`config.mk`:
```
export PLATFORM = sky130hd
export DESIGN_NAME = proximity_collision_risk_tracker_core
export DESIGN_NICKNAME = d
export VERILOG_FILES = /design/src/pcrt_pkg.sv /design/src/proximity_collision_risk_tracker_core.sv /design/src/pcrt_ctrl.sv /design/src/pcrt_dp.sv
export SDC_FILE = /design/constraint.sdc
export NUM_CORES = 2
export LEC_CHECK = 0
export ABC_AREA = 0
export CORE_MARGIN = 2
export CORE_UTILIZATION = 59
export DETAILED_ROUTE_END_ITERATION = 16
export DONT_BUFFER_PORTS = 1
export PLACE_DENSITY = 0.78
export SYNTH_ARGS = -nofsm -noshare
export SYNTH_HDL_FRONTEND = slang
export SYNTH_SLANG_ARGS = --single-unit
```
`constraint.sdc`:
```
create_clock -name clock -period 15.3 [get_ports clock]
set_input_delay 1.53 -clock clock [delete_from_list [all_inputs] [get_ports clock]]
set_output_delay 1.53 -clock clock [all_outputs]
set_load 0.005 [all_outputs]
```
`src/pcrt_pkg.sv`:
```
package pcrt_pkg;

   localparam int unsigned DistW  = 20;
   localparam int unsigned SpeedW = 18;
   localparam int unsigned TimeW  = 32;
   localparam int unsigned IdW    = 48;
   localparam int unsigned CfgW   = 20;
   localparam int unsigned CfgIdxW = 3;

   localparam logic [CfgIdxW-1:0] RegAlpha    = 3'd0;
   localparam logic [CfgIdxW-1:0] RegInterval = 3'd1;
   localparam logic [CfgIdxW-1:0] RegApprOn   = 3'd2;
   localparam logic [CfgIdxW-1:0] RegApprOff  = 3'd3;
   localparam logic [CfgIdxW-1:0] RegCollDist = 3'd4;
   localparam logic [CfgIdxW-1:0] RegAlertDist = 3'd5;
   localparam logic [CfgIdxW-1:0] RegTtc      = 3'd6;

   localparam logic [1:0] RiskSafe    = 2'd0;
   localparam logic [1:0] RiskAlert   = 2'd1;
   localparam logic [1:0] RiskWarning = 2'd2;
   localparam logic [1:0] RiskDanger  = 2'd3;

   localparam int unsigned ProdW = 38;
   localparam int unsigned QuotW = 38;
   localparam logic signed [SpeedW-1:0] SpeedMax = 18'sd131071;
   localparam logic signed [SpeedW-1:0] SpeedMin = -18'sd131072;

   typedef struct packed {
      logic [8:0]  alpha;
      logic [15:0] interval;
      logic signed [SpeedW-1:0] appr_on;
      logic signed [SpeedW-1:0] appr_off;
      logic [DistW-1:0] coll_dist;
      logic [DistW-1:0] alert_dist;
      logic [15:0] ttc;
   } cfg_type;

   // Commands from the controller to the datapath.
   typedef struct packed {
      logic capture;     // latch the input item
      logic load;        // read slot state and prepare
      logic ema;         // compute smoothed distance
      logic div_start;   // start the speed division
      logic div_step;    // one quotient bit
      logic commit;      // write back slot and update scan
      logic eval;        // compute the classification products
      logic emit;        // load the result register
   } cmd_type;

   typedef struct packed {
      logic track;       // the item updates a slot
      logic seed;        // the slot is seeded, no speed update
      logic skip;        // the interval has not elapsed
      logic last;        // the item closes a scan
      logic div_done;
   } sts_type;

endpackage

```
`src/proximity_collision_risk_tracker_core.sv`:
```
// Proximity collision risk tracker. Each item is one distance report for a
// cyclist slot; the item with last_in_scan set closes a scan and yields one
// result naming the nearest tracked slot and its risk level. Items are taken
// one at a time: a report that updates a slot passes through a 38-step serial
// divider for the closing speed; a seeding or skipped report bypasses the
// divider, a report that is not tracked also skips the write-back, and a scan end
// adds the evaluate and emit states plus any wait on the result side.
module proximity_collision_risk_tracker_core
   import pcrt_pkg::*;
#(
   parameter int unsigned MAX_SLOTS = 8
)
(
   input  logic clock,
   input  logic reset,
   input  logic csr_write,
   input  logic [CfgIdxW-1:0] csr_index,
   input  logic [CfgW-1:0] csr_data,
   input  logic req_valid,
   output logic req_stall,
   input  logic req_gps_valid,
   input  logic req_present,
   input  logic [2:0] req_slot,
   input  logic [IdW-1:0] req_sender_id,
   input  logic [DistW-1:0] req_raw_distance_cm,
   input  logic [TimeW-1:0] req_now_ms,
   input  logic req_last_in_scan,
   output logic rsp_valid,
   input  logic rsp_stall,
   output logic [1:0] rsp_risk_level,
   output logic rsp_closest_found,
   output logic [2:0] rsp_closest_slot,
   output logic [DistW-1:0] rsp_closest_distance_cm,
   output logic signed [SpeedW-1:0] rsp_closing_speed_cms,
   output logic rsp_approaching
);

   cfg_type cfg_ff;
   cmd_type cmd;
   sts_type sts;

   always_ff @(posedge clock) begin
      if (reset) begin
         cfg_ff.alpha <= 9'd77;
         cfg_ff.interval <= 16'd200;
         cfg_ff.appr_on <= 18'sd50;
         cfg_ff.appr_off <= 18'sd10;
         cfg_ff.coll_dist <= 20'd500;
         cfg_ff.alert_dist <= 20'd3000;
         cfg_ff.ttc <= 16'd3000;
      end else if (csr_write) begin
         unique case (csr_index)
            RegAlpha:     cfg_ff.alpha <= csr_data[8:0];
            RegInterval:  cfg_ff.interval <= csr_data[15:0];
            RegApprOn:    cfg_ff.appr_on <= csr_data[17:0];
            RegApprOff:   cfg_ff.appr_off <= csr_data[17:0];
            RegCollDist:  cfg_ff.coll_dist <= csr_data;
            RegAlertDist: cfg_ff.alert_dist <= csr_data;
            RegTtc:       cfg_ff.ttc <= csr_data[15:0];
            default: ;
         endcase
      end
   end

   pcrt_ctrl u_ctrl (
      .clock(clock), .reset(reset), .req_valid(req_valid), .req_stall(req_stall),
      .rsp_busy(rsp_valid && rsp_stall), .sts(sts), .cmd(cmd)
   );

   pcrt_dp #(.MAX_SLOTS(MAX_SLOTS)) u_dp (
      .clock(clock), .reset(reset), .cfg(cfg_ff), .cmd(cmd), .sts(sts),
      .req_gps_valid(req_gps_valid), .req_present(req_present),
      .req_slot(req_slot), .req_sender_id(req_sender_id),
      .req_raw_distance_cm(req_raw_distance_cm), .req_now_ms(req_now_ms),
      .req_last_in_scan(req_last_in_scan),
      .rsp_valid(rsp_valid), .rsp_stall(rsp_stall),
      .rsp_risk_level(rsp_risk_level), .rsp_closest_found(rsp_closest_found),
      .rsp_closest_slot(rsp_closest_slot),
      .rsp_closest_distance_cm(rsp_closest_distance_cm),
      .rsp_closing_speed_cms(rsp_closing_speed_cms),
      .rsp_approaching(rsp_approaching)
   );

endmodule

```
`src/pcrt_ctrl.sv`:
```
module pcrt_ctrl
   import pcrt_pkg::*;
(
   input  logic    clock,
   input  logic    reset,
   input  logic    req_valid,
   output logic    req_stall,
   input  logic    rsp_busy,
   input  sts_type sts,
   output cmd_type cmd
);

   typedef enum logic [2:0] {
      S_IDLE, S_LOAD, S_EMA, S_DIV, S_COMMIT, S_EVAL, S_EMIT
   } state_type;

   state_type state_ff, state_in;

   always_comb begin
      state_in = state_ff;
      cmd = '0;
      req_stall = 1'b1;
      unique case (state_ff)
         S_IDLE: begin
            req_stall = 1'b0;
            if (req_valid) begin
               cmd.capture = 1'b1;
               state_in = S_LOAD;
            end
         end
         S_LOAD: begin
            cmd.load = 1'b1;
            state_in = S_EMA;
         end
         S_EMA: begin
            priority if (!sts.track) begin
               state_in = sts.last ? S_EVAL : S_IDLE;
            end else if (sts.seed || sts.skip) begin
               state_in = S_COMMIT;
            end else begin
               cmd.ema = 1'b1;
               cmd.div_start = 1'b1;
               state_in = S_DIV;
            end
         end
         S_DIV: begin
            cmd.div_step = 1'b1;
            if (sts.div_done) state_in = S_COMMIT;
         end
         S_COMMIT: begin
            cmd.commit = 1'b1;
            state_in = sts.last ? S_EVAL : S_IDLE;
         end
         S_EVAL: begin
            cmd.eval = 1'b1;
            state_in = S_EMIT;
         end
         S_EMIT: begin
            if (!rsp_busy) begin
               cmd.emit = 1'b1;
               state_in = S_IDLE;
            end
         end
         default: state_in = S_IDLE;
      endcase
   end

   always_ff @(posedge clock) begin
      if (reset) state_ff <= S_IDLE;
      else       state_ff <= state_in;
   end

endmodule

```
`src/pcrt_dp.sv`:
```
module pcrt_dp
   import pcrt_pkg::*;
#(
   parameter int unsigned MAX_SLOTS = 8
)
(
   input  logic clock,
   input  logic reset,
   input  cfg_type cfg,
   input  cmd_type cmd,
   output sts_type sts,
   input  logic req_gps_valid,
   input  logic req_present,
   input  logic [2:0] req_slot,
   input  logic [IdW-1:0] req_sender_id,
   input  logic [DistW-1:0] req_raw_distance_cm,
   input  logic [TimeW-1:0] req_now_ms,
   input  logic req_last_in_scan,
   output logic rsp_valid,
   input  logic rsp_stall,
   output logic [1:0] rsp_risk_level,
   output logic rsp_closest_found,
   output logic [2:0] rsp_closest_slot,
   output logic [DistW-1:0] rsp_closest_distance_cm,
   output logic signed [SpeedW-1:0] rsp_closing_speed_cms,
   output logic rsp_approaching
);

   localparam int unsigned NS = MAX_SLOTS;

   // Per-slot state; small, each array read only at the current slot or the best slot.
   logic [NS-1:0] known_ff, hist_ff, appr_ff;
   logic [IdW-1:0] ident_ff [NS];
   logic [DistW-1:0] smooth_ff [NS];
   logic [TimeW-1:0] upd_ff [NS];
   logic signed [SpeedW-1:0] speed_ff [NS];

   logic gps_ff, pres_ff, last_ff;
   logic [2:0] slot_ff;
   logic [IdW-1:0] id_ff;
   logic [DistW-1:0] raw_ff;
   logic [TimeW-1:0] now_ff;

   logic new_ff, appr_cur_ff;
   logic [DistW-1:0] prev_ff, cur_ff;
   logic [TimeW-1:0] dt_ff;
   logic signed [SpeedW-1:0] sp_res_ff;

   logic [DistW-1:0] best_dist_ff;
   logic [2:0] best_slot_ff;
   logic found_ff, bad_ff;

   // Divider state.
   logic [QuotW-1:0] dvd_ff;
   logic [TimeW:0]   rem_ff;
   logic [5:0]       cnt_ff;
   logic             neg_ff;

   logic [DistW+9:0] dprod_ff;
   logic [DistW+16:0] tprod_ff;
   logic [1:0] risk_ff;

   logic in_range;
   logic track_w;
   logic [2:0] s;
   assign s = slot_ff;
   assign in_range = ({29'd0, slot_ff} < 32'(NS));
   assign track_w = gps_ff && pres_ff && in_range;

   logic hist_eff;
   assign hist_eff = hist_ff[s] && !new_ff;

   logic is_new;
   assign is_new = !known_ff[s] || ident_ff[s] != id_ff;

   assign sts.track    = track_w;
   assign sts.seed     = !hist_eff;
   assign sts.skip     = dt_ff < {16'd0, cfg.interval};
   assign sts.last     = last_ff;
   assign sts.div_done = (cnt_ff == 6'd1);

   // EMA.
   logic [8:0] a;
   logic [DistW+8:0] acc;
   assign a = (cfg.alpha > 9'd256) ? 9'd256 : cfg.alpha;
   assign acc = (DistW+9)'(a) * (DistW+9)'(raw_ff)
              + (DistW+9)'(9'd256 - a) * (DistW+9)'(prev_ff) + (DistW+9)'(128);

   // Restoring division step.
   logic [TimeW:0] rem_sh, rem_sub;
   logic [TimeW-1:0] divisor;
   assign divisor = (dt_ff == '0) ? 32'd1 : dt_ff;
   assign rem_sh  = {rem_ff[TimeW-1:0], dvd_ff[QuotW-1]};
   assign rem_sub = rem_sh - {1'b0, divisor};

   logic [DistW:0] diff_abs;
   logic [DistW:0] prev_e, cur_e;
   assign prev_e = {1'b0, prev_ff};
   assign cur_e  = {1'b0, acc[DistW+7:8]};
   assign diff_abs = (prev_e >= cur_e) ? prev_e - cur_e : cur_e - prev_e;

   logic signed [SpeedW-1:0] sp_sat;
   always_comb begin
      if (!neg_ff) begin
         sp_sat = (dvd_ff > QuotW'(131071)) ? SpeedMax : SpeedW'(dvd_ff);
      end else begin
         sp_sat = (dvd_ff > QuotW'(131072)) ? SpeedMin : -SpeedW'(dvd_ff);
      end
   end

   logic appr_next;
   always_comb begin
      appr_next = appr_cur_ff;
      if (!appr_cur_ff && sp_sat >= cfg.appr_on) appr_next = 1'b1;
      else if (appr_cur_ff && sp_sat <= cfg.appr_off) appr_next = 1'b0;
   end

   logic [DistW-1:0] d_new;
   assign d_new = !hist_eff ? raw_ff : (sts.skip ? prev_ff : cur_ff);

   // Evaluation of the best slot.
   logic [2:0] b;
   logic [DistW-1:0] bd;
   logic signed [SpeedW-1:0] bsp;
   logic bap, ok;
   assign b   = best_slot_ff;
   assign bd  = smooth_ff[b];
   assign bsp = speed_ff[b];
   assign bap = appr_ff[b];
   assign ok  = !bad_ff && found_ff;

   always_ff @(posedge clock) begin
      if (cmd.capture) begin
         gps_ff <= req_gps_valid;
         pres_ff <= req_present;
         slot_ff <= req_slot;
         id_ff <= req_sender_id;
         raw_ff <= req_raw_distance_cm;
         now_ff <= req_now_ms;
         last_ff <= req_last_in_scan;
      end
      if (cmd.load) begin
         new_ff <= is_new;
         prev_ff <= is_new ? '0 : smooth_ff[s];
         appr_cur_ff <= is_new ? 1'b0 : appr_ff[s];
         dt_ff <= now_ff - upd_ff[s];
      end
      if (cmd.ema) begin
         cur_ff <= acc[DistW+7:8];
         neg_ff <= cur_e > prev_e;
         dvd_ff <= QuotW'(diff_abs) * QuotW'(1000);
         rem_ff <= '0;
         cnt_ff <= 6'(QuotW);
      end
      if (cmd.div_step) begin
         if (!rem_sub[TimeW]) begin
            rem_ff <= rem_sub;
            dvd_ff <= {dvd_ff[QuotW-2:0], 1'b1};
         end else begin
            rem_ff <= rem_sh;
            dvd_ff <= {dvd_ff[QuotW-2:0], 1'b0};
         end
         cnt_ff <= cnt_ff - 6'd1;
      end
      if (cmd.commit) begin
         ident_ff[s] <= id_ff;
         smooth_ff[s] <= d_new;
         if (!hist_eff) begin
            upd_ff[s] <= now_ff;
            speed_ff[s] <= '0;
         end else if (!sts.skip) begin
            upd_ff[s] <= now_ff;
            speed_ff[s] <= sp_sat;
         end
         if (!found_ff || d_new < best_dist_ff) begin
            best_dist_ff <= d_new;
            best_slot_ff <= s;
         end
      end
      if (cmd.eval) begin
         dprod_ff <= (DistW+10)'(bd) * (DistW+10)'(1000);
         tprod_ff <= (DistW+17)'(cfg.ttc) * (DistW+17)'($unsigned(bsp));
         if (!ok) risk_ff <= RiskSafe;
         else if (bd <= cfg.coll_dist) risk_ff <= RiskDanger;
         else if (bd <= cfg.alert_dist) risk_ff <= bap ? RiskWarning : RiskAlert;
         else risk_ff <= RiskSafe;
      end
      if (cmd.emit) begin
         rsp_closest_found <= ok;
         rsp_closest_slot <= ok ? b : 3'd0;
         rsp_closest_distance_cm <= ok ? best_dist_ff : '0;
         rsp_closing_speed_cms <= ok ? bsp : '0;
         rsp_approaching <= ok && bap;
         if (ok && risk_ff != RiskDanger && bap && bsp > 0
             && (DistW+17)'(dprod_ff) <= tprod_ff)
            rsp_risk_level <= RiskDanger;
         else
            rsp_risk_level <= risk_ff;
      end
      if (reset) begin
         known_ff <= '0;
         hist_ff <= '0;
         appr_ff <= '0;
         found_ff <= 1'b0;
         bad_ff <= 1'b0;
         best_dist_ff <= '0;
         best_slot_ff <= '0;
         rsp_valid <= 1'b0;
         cnt_ff <= '0;
      end else begin
         if (cmd.capture && !req_gps_valid) bad_ff <= 1'b1;
         if (cmd.commit) begin
            known_ff[s] <= 1'b1;
            hist_ff[s] <= 1'b1;
            if (new_ff) appr_ff[s] <= 1'b0;
            if (hist_eff && !sts.skip) appr_ff[s] <= appr_next;
            found_ff <= 1'b1;
         end
         if (cmd.emit) begin
            found_ff <= 1'b0;
            bad_ff <= 1'b0;
            best_dist_ff <= '0;
            best_slot_ff <= '0;
            rsp_valid <= 1'b1;
         end else if (!rsp_stall) begin
            rsp_valid <= 1'b0;
         end
      end
   end

endmodule

```
==> out/qor.csv <==
metric;value;unit
Initial Utilization;59.4;%
DP Cell Count;9757;
initial antenna violation count;18;
DP Wirelength;160;mm
fmax;67.8;MHz
drt first-iter violations;5351;
Placed Instance Area;98500;µm²
synthesized flop and latch total;1485;
remaining antenna violation count;0;
CTS HTree Levels;4;
fillcell total;11398;
GRT Residual Overflow;0;
total track usage;29.2;%
Req. time, crit path;15820;ps
cell chosen for the clock root;clkbuf_16;
synth top area cells;edfxtp_1, fa_1, ha_1;
Final Critical Period;14750;ps
Worst setup SP type;flop;
crit path DAT;15270;ps
status;complete, no violations;
layout cells sized above 1;9.98;%
Mapped Area;95400;µm²
hold buffers post-CTS;0;
Seq/Total Area, Yosys;44.8;%
Clock Skew;64.5;ps
syn_area_per_cell;12.4;µm²
# nets final;9258;
Clock transition at path regs;60;ps
final count of hold timing violations;0;
drc violations;0;
CP Max Fanout;20;
vias in the first global route;63455;
count leader, synth;edfxtp_1;
crit path max-delay cell type;fa_1;
Die Wd;406;µm
IO Port Bufs;0;
Clock Latency Late Sink;820;ps
largest net degree at the start of global routing;111;
area grow syn2layout;9.06;%
MaxCap Viol Count;0;
Routed WL per cell;23.6;µm
Util after Layout;64.8;%
# clock sinks;1485;
Slew HR;10.7;%
CTS Buffer Depth;3;
1st-pass router iterations;6;
area leader, netlist;edfxtp_1;
share of the synthesized area in the top cell type;41.0;%
fin crit share;96.4;%
total CTS buffers;151;
Fin Setup TNS;0;ps
distinct cell type count after synthesis;95;
Syn Inst Count;7703;
DR vias;60736;
# rows;147;
DR vias/cell;6.04;
Top Ports;181;
Syn. warnings;0;
number of flops mapped to enable cells by yosys;1303;
Worst-Margin Slew;1320;ps
CTS tree;done;
FF-to-FF setup slack;550;ps
Top FF cell, synth;edfxtp_1;
DIE HEIGHT;406;µm
Die Footprint;165000;µm²
first-pass GRT wire length;366;mm
# setup viols final;0;
Non-Filler Cell Area, Final;104000;µm²
CP peak stage delay;570;ps
final non-filler cell total;10058;
max-slew violations;0;
area of the multi-input gates;47700;µm²
post-synthesis async set-or-reset flop share;0;%
Worst path most repeated cell;fa_1;
FF+latch area;42800;µm²
Routed WL;237;mm
Tightest Hold Check Type;reg2reg;
Worst Setup End Kind;flop;
core footprint;161000;µm²
Routability Congestion;0.949;
Setup CP Type;reg2reg;
Post-synth top cells;edfxtp_1, inv_1, fa_1;
worst paths after layout:
path,endpoint,startpoint,cells after the start
hold reg to reg,cfg_ff[39],cfg_ff[39],2
setup / recovery,u_dp.dvd_ff[22],cfg_ff[115],56
setup reg to reg,u_dp.dvd_ff[22],cfg_ff[115],56
hold / removal,cfg_ff[39],cfg_ff[39],2
layout make-up:
class	count	share of cell area [%]
inverter	1184	4.28
clock inverter	75	0.926
timing repair buffer	148	1.15
clock buffer	204	4.06
sequential	1485	41.1
antenna	9	0.0216
tap	2160	2.60
multi-input combinational	4793	45.9
stage by stage:
step	hold slack, ps	setup slack (ps)
CTS	456	40.3
global placement	442	235
floorplan	428	486
finish	455	550
detailed placement	447	-65.8
global route	472	-160
layer usage:
| metal | global-route usage, % | wire length [µm] | up-vias |
|---|---|---|---|
| met5 | 0 | 143 | - |
| met4 | 13.2 | 11800 | 20 |
| met3 | 6.39 | 20800 | 629 |
| met2 | 48.4 | 116000 | 2753 |
| met1 | 37.0 | 88500 | 30854 |
| li1 | - | - | 26480 |
sequential cells by signal (all words and copies together) (netlist names), 8 cells and up, named ones only:
register	cells
u_dp.rem_ff	32
u_dp.upd_ff	256
u_dp.appr_ff	8
u_dp.cur_ff	20
u_dp.dvd_ff	38
u_dp.tprod_ff	34
u_dp.speed_ff	144
u_dp.smooth_ff	160
u_dp.now_ff	32
u_dp.prev_ff	20
u_dp.rsp_closing_speed_cms	18
u_dp.raw_ff	20
u_dp.known_ff	8
cfg_ff	117
u_dp.hist_ff	8
u_dp.dt_ff	32
u_dp.dprod_ff	27
u_dp.rsp_closest_distance_cm	20
u_dp.id_ff	48
u_dp.ident_ff	384
u_dp.best_dist_ff	20
cell usage in the layout (no fill, tap or decap), types with 42 or more instances in the layout:
| cell type | Yosys | routed |
|---|---|---|
| edfxtp_1 | 1303 | 1303 |
| inv_1 | 1180 | 1171 |
| fa_1 | 763 | 763 |
| nand2_1 | 713 | 711 |
| ha_1 | 598 | 596 |
| nor2_1 | 327 | 315 |
| a21oi_1 | 309 | 303 |
| and2_1 | 274 | 274 |
| mux4_2 | 238 | 238 |
| xnor2_1 | 210 | 205 |
| dfxtp_1 | 182 | 175 |
| mux2i_1 | 172 | 170 |
| clkbuf_16 | 0 | 158 |
| buf_4 | 0 | 140 |
| o21ai_0 | 128 | 126 |
| a21o_1 | 113 | 113 |
| nor2b_1 | 76 | 69 |
| conb_1 | 2 | 68 |
| xor2_1 | 54 | 50 |
| a22oi_1 | 48 | 48 |
| nor3_1 | 50 | 44 |
| nand4_1 | 42 | 42 |
| a31oi_1 | 44 | 42 |
| nand3_1 | 43 | 42 |
cells by family after synthesis:
| family | synth area share, % |
|---|---|
| simple gates | 8.36 |
| xor+xnor | 2.66 |
| buf+inv | 5.89 |
| flops | 44.8 |
| mux | 7.95 |
| fa+ha+maj | 23.9 |
| compound gates | 6.42 |
| other cells | 0.00787 |
worst max-delay path, delay by kind of cell, from the launching register on:
family          cells  cell delay, ps
fa+ha+maj          15            6890
compound gates     18            3510
buf+inv            12            1340
simple gates        7            1210
xor+xnor            3             600
flops               1             510
mux                 1             350
repair_timing:
item | in CTS | in global routing
gates cloned | 0 | 3
pin swaps | 0 | 11
setup buffers | 0 | 10
setup endpoints to repair | 3 | 17
resized for setup | 1 | 52
Power is left out: the tool's default activity adds up to more than one toggle a clock period on the data nets, which glitch-free logic cannot reach.
